[src/rtl/lfcd_pkg.sv]
// Shared constants, types and CRC function for the length-framed CRC16 deframer.
package lfcd_pkg;

    localparam logic [7:0]  HDR_FIRST  = 8'h55;
    localparam logic [7:0]  HDR_SECOND = 8'hAA;
    localparam logic [15:0] CRC_INIT   = 16'hFFFF;
    localparam logic [15:0] CRC_POLY   = 16'hA001;

    localparam logic [1:0] KIND_PAYLOAD  = 2'd0;
    localparam logic [1:0] KIND_CRC_GOOD = 2'd1;
    localparam logic [1:0] KIND_CRC_BAD  = 2'd2;

    localparam int RESULT_W = 56;

    typedef struct packed {
        logic [15:0] computed_crc;
        logic [15:0] received_crc;
        logic [7:0]  frame_length;
        logic [7:0]  payload_position;
        logic [7:0]  out_byte;
    } result_t;

    // CRC16-MODBUS, one byte, reflected, LSB first
    function automatic logic [15:0] crc16_byte(input logic [15:0] acc, input logic [7:0] b);
        logic [15:0] c;
        c = acc ^ {8'h00, b};
        for (int k = 0; k < 8; k++)
        begin
            if (c[0])
                c = (c >> 1) ^ CRC_POLY;
            else
                c = c >> 1;
        end
        return c;
    endfunction

endpackage

[src/rtl/length_framed_crc16_deframer.sv]
// Length-framed CRC16 deframer: 55 AA len payload crc_lo crc_hi.
//
// Input stream s_axis carries one received byte per request. The block hunts
// for the 0x55 0xAA header, takes the length byte, then forwards every payload
// byte at once as a payload request on m_axis with its index and the frame
// length. After the two little-endian CRC bytes it sends one end-of-frame
// request: CRC good or CRC mismatch, with received and computed CRC16-MODBUS
// (init 0xFFFF, poly 0xA001, over payload only). A zero length goes straight
// to the CRC bytes.
// Throughput: one byte per cycle while m_axis does not stall. Each byte is
// registered in the input register and its result then loads into the result
// register; the CRC is a single unrolled byte update
// between the two registers.
// Reset clears the parser to header search and drops any held request.
// When m_axis stalls the result register holds; the input register still
// takes and retires bytes that make no result, and holds a result-making
// byte with s_axis_tready low until the result register frees.
module length_framed_crc16_deframer
    import lfcd_pkg::*;
(
    input  logic                clk,
    input  logic                rst_n,
    input  logic                s_axis_tvalid,
    output logic                s_axis_tready,
    input  logic [7:0]          s_axis_tdata,   // [7:0] rx_byte
    output logic                m_axis_tvalid,
    input  logic                m_axis_tready,
    output logic [RESULT_W-1:0] m_axis_tdata,   // out_byte, payload_position,
                                                // frame_length, received_crc,
                                                // computed_crc
    output logic [1:0]          m_axis_tuser    // [1:0] out_kind
);

    localparam logic [2:0] PH_HDR1 = 3'd0;
    localparam logic [2:0] PH_HDR2 = 3'd1;
    localparam logic [2:0] PH_LEN  = 3'd2;
    localparam logic [2:0] PH_DATA = 3'd3;
    localparam logic [2:0] PH_CRC1 = 3'd4;
    localparam logic [2:0] PH_CRC2 = 3'd5;

    logic        in_valid_reg;
    logic [7:0]  in_byte_reg;

    logic [2:0]  phase_reg, phase_next;
    logic [7:0]  length_reg, length_next;
    logic [7:0]  count_reg, count_next;
    logic [15:0] crc_reg, crc_next;
    logic [7:0]  crc_lo_reg, crc_lo_next;

    logic        out_valid_reg;
    logic [1:0]  out_kind_reg, out_kind_next;
    result_t     out_data_reg, out_data_next;

    logic        produces;
    logic        out_free;
    logic        advance;
    logic [7:0]  count_inc;
    logic [15:0] rx_crc;

    assign out_free      = !out_valid_reg || m_axis_tready;
    assign produces      = (phase_reg == PH_DATA) || (phase_reg == PH_CRC2);
    assign advance       = in_valid_reg && (!produces || out_free);
    assign s_axis_tready = !in_valid_reg || advance;

    assign count_inc = count_reg + 8'd1;
    assign rx_crc    = {in_byte_reg, crc_lo_reg};

    always_comb
    begin
        phase_next    = phase_reg;
        length_next   = length_reg;
        count_next    = count_reg;
        crc_next      = crc_reg;
        crc_lo_next   = crc_lo_reg;
        out_kind_next = KIND_PAYLOAD;
        out_data_next = '0;
        unique case (phase_reg)
            PH_HDR2:
            begin
                if (in_byte_reg == HDR_SECOND)
                    phase_next = PH_LEN;
                else if (in_byte_reg == HDR_FIRST)
                    phase_next = PH_HDR2;
                else
                    phase_next = PH_HDR1;
            end
            PH_LEN:
            begin
                length_next = in_byte_reg;
                count_next  = 8'd0;
                crc_next    = CRC_INIT;
                phase_next  = (in_byte_reg == 8'd0) ? PH_CRC1 : PH_DATA;
            end
            PH_DATA:
            begin
                crc_next   = crc16_byte(crc_reg, in_byte_reg);
                count_next = count_inc;
                if (count_inc >= length_reg)
                    phase_next = PH_CRC1;
                out_data_next.out_byte         = in_byte_reg;
                out_data_next.payload_position = count_reg;
                out_data_next.frame_length     = length_reg;
            end
            PH_CRC1:
            begin
                crc_lo_next = in_byte_reg;
                phase_next  = PH_CRC2;
            end
            PH_CRC2:
            begin
                out_kind_next              = (rx_crc == crc_reg) ? KIND_CRC_GOOD
                                                                 : KIND_CRC_BAD;
                out_data_next.frame_length = length_reg;
                out_data_next.received_crc = rx_crc;
                out_data_next.computed_crc = crc_reg;
                phase_next                 = PH_HDR1;
            end
            default:
            begin
                phase_next = (in_byte_reg == HDR_FIRST) ? PH_HDR2 : PH_HDR1;
            end
        endcase
    end

    always_ff @(posedge clk or negedge rst_n)
    begin
        if (!rst_n)
        begin
            in_valid_reg  <= 1'b0;
            out_valid_reg <= 1'b0;
            phase_reg     <= PH_HDR1;
            length_reg    <= 8'd0;
            count_reg     <= 8'd0;
            crc_reg       <= CRC_INIT;
            crc_lo_reg    <= 8'd0;
        end
        else
        begin
            if (s_axis_tready)
                in_valid_reg <= s_axis_tvalid;
            if (advance)
            begin
                phase_reg  <= phase_next;
                length_reg <= length_next;
                count_reg  <= count_next;
                crc_reg    <= crc_next;
                crc_lo_reg <= crc_lo_next;
            end
            if (advance && produces)
                out_valid_reg <= 1'b1;
            else if (m_axis_tready)
                out_valid_reg <= 1'b0;
        end
    end

    always_ff @(posedge clk)
    begin
        if (s_axis_tready && s_axis_tvalid)
            in_byte_reg <= s_axis_tdata;
        if (advance && produces)
        begin
            out_kind_reg <= out_kind_next;
            out_data_reg <= out_data_next;
        end
    end

    assign m_axis_tvalid = out_valid_reg;
    assign m_axis_tdata  = out_data_reg;
    assign m_axis_tuser  = out_kind_reg;

    a_count_in_range: assert property (@(posedge clk) disable iff (!rst_n)
        (phase_reg == PH_DATA) |-> (count_reg < length_reg))
        else $error("payload count reached declared length in data phase");

    a_kind_legal: assert property (@(posedge clk) disable iff (!rst_n)
        m_axis_tvalid |-> (m_axis_tuser == KIND_PAYLOAD || m_axis_tuser == KIND_CRC_GOOD
                           || m_axis_tuser == KIND_CRC_BAD))
        else $error("illegal result kind");

    a_payload_no_crc: assert property (@(posedge clk) disable iff (!rst_n)
        (m_axis_tvalid && m_axis_tuser == KIND_PAYLOAD) |-> (m_axis_tdata[55:24] == 32'd0))
        else $error("payload request carries CRC fields");

    a_held_byte: assert property (@(posedge clk) disable iff (!rst_n)
        (in_valid_reg && !advance) |=> (in_valid_reg && $stable(in_byte_reg)))
        else $error("held input byte lost");

endmodule
[config.mk]
export PLATFORM = sky130hd
export DESIGN_NAME = length_framed_crc16_deframer
export DESIGN_NICKNAME = d
export VERILOG_FILES = /design/src/rtl/lfcd_pkg.sv /design/src/rtl/length_framed_crc16_deframer.sv
export SDC_FILE = /design/constraint.sdc
export NUM_CORES = 1
export LEC_CHECK = 0
export BUFFER_PORTS_ARGS = -buffer_cell sky130_fd_sc_hd__buf_2
export CAP_MARGIN = 0
export CORE_ASPECT_RATIO = 0.5
export CORE_MARGIN = 3
export CORE_UTILIZATION = 35
export CTS_CLUSTER_SIZE = 30
export DETAILED_ROUTE_END_ITERATION = 10
export GPL_TIMING_DRIVEN = 0
export SETUP_SLACK_MARGIN = 0.02
export SYNTH_ARGS = -nofsm -noshare
export SYNTH_HDL_FRONTEND = slang
export SYNTH_SLANG_ARGS = --single-unit
[constraint.sdc]
create_clock -name clk -period 3.95 [get_ports clk]
set_input_delay 0.395 -clock clk [delete_from_list [all_inputs] [get_ports clk]]
set_output_delay 0.395 -clock clk [all_outputs]
set_load 0.05 [all_outputs]
# [Word-level counts from Yosys, hierarchy flattened]
# Cells that the tools add are included.
[op_classes] add_sub_neg=1 magnitude_cmp=1 n_eq_ne=9 mux=25 bitwise_logic=9 reduce_logical=18
[op_table] operator="two-way mux 16 bit" count=15
[op_table] operator="one-hot mux 16 bit (2 select lines)" count=1
[op_table] operator="NOT 2 -> 3 bit" count=8
[op_table] operator="equality test 16 bit" count=1
[op_table] operator="one-hot mux 8 bit (2 select lines)" count=1
[op_table] operator="bitwise XOR 16 x 8 -> 16 bit" count=1
[op_table] operator="one-hot mux 3 bit (5 select lines)" count=1
[op_table] operator="adder 8 x 1 -> 8 bit, second input constant" count=1
[op_table] operator="equality test 8 x 7 -> 1 bit, second input constant" count=1
[op_table] operator="equality test 8 bit, second input constant" count=1
[op_table] operator="greater-or-equal comparator 8 bit" count=1
[op_table] operator="zero test 8 bit" count=1
[op_table] operator="AND reduction 2 bit" count=4
[op_table] operator="equality test 3 x 2 -> 1 bit, second input constant" count=2
[op_table] operator="equality test 3 bit, second input constant" count=2
[op_table] operator="two-way mux 3 bit" count=2
[op_table] operator="logical OR 1 bit" count=4
[op_table] operator="two-way mux 2 bit" count=2
[op_table] operator="nonzero test 2 bit" count=2
[op_table] operator="equality test 3 x 1 -> 1 bit, second input constant" count=1
[op_table] operator="logical AND 1 bit" count=3
[op_table] operator="zero test 1 bit" count=3
[op_table] operator="two-way mux 1 bit" count=3
[op_table] operator="!= test 2 x 1 -> 1 bit, second input constant" count=1
[op_table] operator="OR reduction 2 bit" count=1
[word_totals] regBits=111 in_bits=12 out_inout_bits=60 word_cells=77

# [Longest topological paths before layout]
[depth] depth_word=25 mapped_depth=10 depth_no_buf=10

# [Least setup slack after synthesis]
# OpenSTA, ideal clock, no wires.
[synth_timing] path_type="register to register" start="reg phase_reg[1]" end="reg out_data_reg (netlist bit m_axis_tdata[0]) (enable)" setup_time_ps=423 arrival_ps=2552 t_required_ps=3527 slack_ps=975 path_stages_with_launch=5 path_buffers=1 period_less_slack_ps=2975 cell_sequence="dfrtp_1 nor2b_1 o21a_1 clkbuf_1 and3_1"
[synth_via] elab_chain_cells=6 word_cells_on_any_way=7 cone_classes="eq/ne: 2; reduce/logical: 5"
[synth_lines] element="from (decl)" line="length_framed_crc16_deframer.sv:44" text="logic [2:0] phase_reg, phase_next;"
[synth_lines] element="from (signal assigned)" line="length_framed_crc16_deframer.sv:143" text="phase_reg <= phase_next;"
[synth_lines] element="equality test 3 x 2 -> 1 bit or equality test 3 bit (tied branches)" line="length_framed_crc16_deframer.sv:61" text="assign produces = (phase_reg == PH_DATA) || (phase_reg == PH_CRC2);"
[synth_lines] element="logical OR 1 bit *" line="length_framed_crc16_deframer.sv:61"
[synth_lines] element="zero test 1 bit" line="length_framed_crc16_deframer.sv:62" text="assign advance = in_valid_reg && (!produces || out_free);"
[synth_lines] element="logical OR 1 bit" line="length_framed_crc16_deframer.sv:62"
[synth_lines] element="logical AND 1 bit" line="length_framed_crc16_deframer.sv:62"
[synth_lines] element="logical AND 1 bit *" line="length_framed_crc16_deframer.sv:160" text="if (advance && produces)"
[synth_lines] element="to (signal assigned)" line="length_framed_crc16_deframer.sv:163" text="out_data_reg <= out_data_next;"
[synth_lines] element="to (decl)" line="length_framed_crc16_deframer.sv:52" text="result_t out_data_reg, out_data_next;"
# Every way passes the cells marked *; elsewhere a longest branch is shown, timed or not.
# A chain may end at the register's enable or synchronous reset.

# [Final worst setup path]
[layout_timing] start="reg phase_reg[1]" end="reg out_data_reg (netlist bit m_axis_tdata[31]) (enable)"
# The elaborated chain is that of the path after synthesis.

==> results.py <==
metrics = {
    "clocking": {
        "cts.repair.resized": 0,
        "clk_latency_ns": 0.35,
        "cts_setup_buffers": 0,
        "clockBufferDepth": 2,
        "cts.clk_slew.worst_paths_ns": 0.07,
        "cts_root_buffer": "clkbuf_16",
        "clkSinkCount": 111,
        "cts_hold_buf": 0,
        "htreeDepth": 3,
        "numCtsBuffers": 9,
        "cts_tree": "yes",
    },
    "sta": {
        "fin_crit_ns": 2.657,
        "maxSlewHeadroom": 0.2967,
        "setup_tns_ns": 0,
        "post-route-period-util": 0.6727,
        "slew_viol_final": 0,
        "fin_hold_ws_ns": 0.2192,
        "worst_slew_pin_slew_ns": 1.055,
        "final-setup-viol-count": 0,
        "timing.fmax_mhz": 376.3,
        "finalClockSkew_ns": 0.009288,
        "rsz0062_at_grt": "false",
        "hold_viol": 0,
    },
    "layout": {
        "multi_input_area_um2": 1753,
        "fin_nets": 521,
        "fillers": 1338,
        "utilization": 0.4313,
        "final_layout_size_suffix_gt1_frac": 0.2440,
        "postLayoutCellArea_um2": 5958,
        "largest_register_ffs": 56,
        "area_growth_pct": 18.34,
        "diodes": 0,
        "seqCellArea_um2": 3128,
    },
    "critical_path": {
        "worst_path_max_delay_cell": "and3_2",
        "crit_fanout": 44,
        "cp_cell_sequence": "nor2b_1 -> o21a_1 -> clkbuf_1 -> and3_2 -> buf_12",
        "arrival_ns": 2.69,
        "end_kind": "flip-flop",
        "path_class": "reg -> reg",
        "required_ns": 3.98,
        "max_stage_delay_ns": 0.58,
        "cp-start-kind": "flip-flop",
        "reg2reg_depth": 5,
    },
    "placed_design": {
        "dpl.hpwl_mm": 7.998,
        "placed_area_um2": 5652,
        "gp_congestion": 0.8528,
        "io_buffers": 71,
    },
    "detailed_routing": {
        "drt-pass1-iter-count": 4,
        "drc": 0,
        "ant_nets": 0,
        "vias": 3423,
        "wl_per_cell_um": 16.53,
        "vias_per_cell": 4.918,
        "wl_mm": 11.51,
        "drt_iter0_markers": 224,
    },
    "global_route": {
        "grt_max_degree": 46,
        "antenna_found_initial": 0,
        "grt_pass1_vias": 3425,
        "grt_usage": 0.1475,
        "grt-ovfl-total": 0,
        "grt_pass1_wl_mm": 18.38,
    },
    "status": {
        "status": "complete, no violations",
    },
    "synth": {
        "syn_nets": 438,
        "ys_types": 43,
        "avgSynthCellArea_um2": 12.10,
        "synth_warnings": 0,
        "seq_area_frac_synth": 0.6213,
        "post_synth_inst_count": 416,
        "ys_ff_latch": 111,
        "syn_area_um2": 5035,
    },
    "worst_hold_path": {
        "holdCritPathClass": "in -> reg",
        "hold_path_depth": 1,
    },
    "job": {
        "cap_violations": 0,
    },
    "die": {
        "fp.dieH_um": 90.81,
        "ios": 72,
        "start_util": 0.3645,
        "die-area_um2": 15950,
        "dieWidth_um": 175.6,
        "core-area_um2": 13810,
        "rows": 30,
    },
    "power_and_ir_drop": {
        "p_per_area_nw_per_um2": 393.7,
        "vdd_drop_max_v": 0.0001916,
        "p_leak_nw": 2.588,
    },
}
## Yosys cell counts
library cell / n / area (um^2)
clkinv_1: 1 / 3.750
ha_1: 10 / 125.1
xnor2_2: 1 / 16.27
o21ai_0: 6 / 30.03
mux2_1: 2 / 22.52
buf_6: 1 / 11.26
nand3_1: 6 / 30.03
nor2b_1: 4 / 25.02
or4_1: 3 / 22.52
o21ai_1: 27 / 135.1
or2_1: 1 / 6.260
xnor3_1: 1 / 22.52
nor4bb_1: 1 / 10.01
buf_4: 1 / 7.510
o211ai_1: 1 / 7.510
edfxtp_1: 66 / 1982
nand2b_1: 2 / 12.51
xor2_2: 2 / 32.53
and3b_1: 1 / 8.760
nor4_1: 4 / 25.02
o2bb2ai_1: 1 / 8.760
buf_1: 1 / 3.750
nand2_1: 44 / 165.2
xnor3_2: 1 / 23.77
mux2_2: 10 / 112.6
dfrtp_1: 29 / 725.7
buf_2: 4 / 20.02
clkbuf_1: 22 / 82.58
and2_1: 10 / 62.56
a31oi_1: 2 / 12.51
nor3_1: 4 / 20.02
xnor2_1: 16 / 140.1
xor2_1: 22 / 192.7
inv_1: 7 / 26.28
dfstp_2: 16 / 420.4
nor2_1: 25 / 93.84
a21o_1: 2 / 15.01
o21a_1: 1 / 7.510
nor3b_1: 1 / 7.510
and3_1: 50 / 312.8
nand2_4: 1 / 11.26
nand4_1: 3 / 18.77
a21oi_1: 3 / 15.01
## power breakdown
part / switching, W / leakage [nW] / internal, W
Combinational: 0.0000614 / 1.26 / 0.0000591
Sequential: 0.0000236 / 1.18 / 0.00125
Clock: 0.000402 / 0.151 / 0.000552
## routing by layer
metal	routed length [um]	track usage	share of wire	vias up
met5	0	0	0	-
li1	-	-	-	1624
met1	5583	0.2062	0.49	1699
met3	440	0.03149	0.038	23
met4	281	0.05464	0.024	0
met2	5202	0.2259	0.45	77
## cell usage in the layout (no fill, tap or decap), types with 2 or more instances in the layout
| cell type | synthesis | routed |
|---|---|---|
| buf_2 | 4 | 75 |
| edfxtp_1 | 66 | 66 |
| and3_1 | 50 | 49 |
| nand2_1 | 44 | 44 |
| dfrtp_1 | 29 | 29 |
| o21ai_1 | 27 | 27 |
| nor2_1 | 25 | 25 |
| clkbuf_1 | 22 | 24 |
| xor2_1 | 22 | 22 |
| xnor2_1 | 16 | 16 |
| dfstp_2 | 16 | 16 |
| and2_1 | 10 | 10 |
| mux2_2 | 10 | 10 |
| ha_1 | 10 | 10 |
| clkbuf_16 | 0 | 9 |
| inv_1 | 7 | 7 |
| nand3_1 | 6 | 6 |
| o21ai_0 | 6 | 6 |
| nor2b_1 | 4 | 4 |
| nor3_1 | 4 | 4 |
| nor4_1 | 4 | 4 |
| or4_1 | 3 | 3 |
| nand4_1 | 3 | 3 |
| a21oi_1 | 3 | 3 |
| clkinv_1 | 1 | 2 |
| nand2b_1 | 2 | 2 |
| a21o_1 | 2 | 2 |
| a31oi_1 | 2 | 2 |
| mux2_1 | 2 | 2 |
| xor2_2 | 2 | 2 |
| clkinv_2 | 0 | 2 |
| bufinv_16 | 0 | 2 |
## layout make-up
cell class	count	area share
Sequential cell	111	0.5250
Multi-Input combinational cell	268	0.2942
Timing Repair Buffer	72	0.06300
Tap cell	192	0.04032
Clock buffer	11	0.03906
Buffer	29	0.02100
Clock inverter	5	0.01239
Inverter	8	0.005040
## cells by family (layout without fill, tap and decap cells)
kind of cell             count (synthesis)  in the layout  share of synthesized area
buffers and inverters                   37            125                    0.03082
flip-flops                             111            111                     0.6213
AO/OA/AOI/OAI                           43             43                    0.04597
adder cells (fa/ha/maj)                 10             10                    0.02485
AND/OR/NAND/NOR                        160            160                     0.1653
multiplexers                            12             12                    0.02684
XOR/XNOR                                43             43                    0.08499
## worst max-delay path, delay by kind of cell, from the launching register on
| kind | cells | cell delay, ns |
|---|---|---|
| and+or+nand+nor | 2 | 1.06 |
| buffers and inverters | 2 | 0.59 |
| DFF | 1 | 0.46 |
| AOI/OAI and AO/OA | 1 | 0.19 |
## final timing paths
check	start	to	slack, ns
max	phase_reg[1]$_DFFE_PN0P_	m_axis_tdata[31]$_SDFFCE_PN0P_	1.29
min	s_axis_tdata[4]	in_byte_reg[4]$_DFFE_PP_	0.22
max reg2reg	phase_reg[1]$_DFFE_PN0P_	m_axis_tdata[31]$_SDFFCE_PN0P_	1.29
min reg2reg	crc_reg[11]$_DFFE_PN1P_	crc_reg[11]$_DFFE_PN1P_	0.50
max in group asynchronous	rst_n	crc_lo_reg[3]$_DFFE_PN0P_	3.05
min in group asynchronous	rst_n	count_reg[2]$_DFFE_PN0P_	0.24
## through the flow
step                      total power (W)  cells  setup slack, ns
after floorplan                  0.001374    416           0.9749
after global placement           0.001414    679        -0.004877
after detailed placement         0.001416    680            1.322
after CTS                        0.002368    696            1.300
after global routing             0.002430    696            1.100
final                            0.002346    696            1.293
No activity file was read; power rests on OpenSTA's default activity.
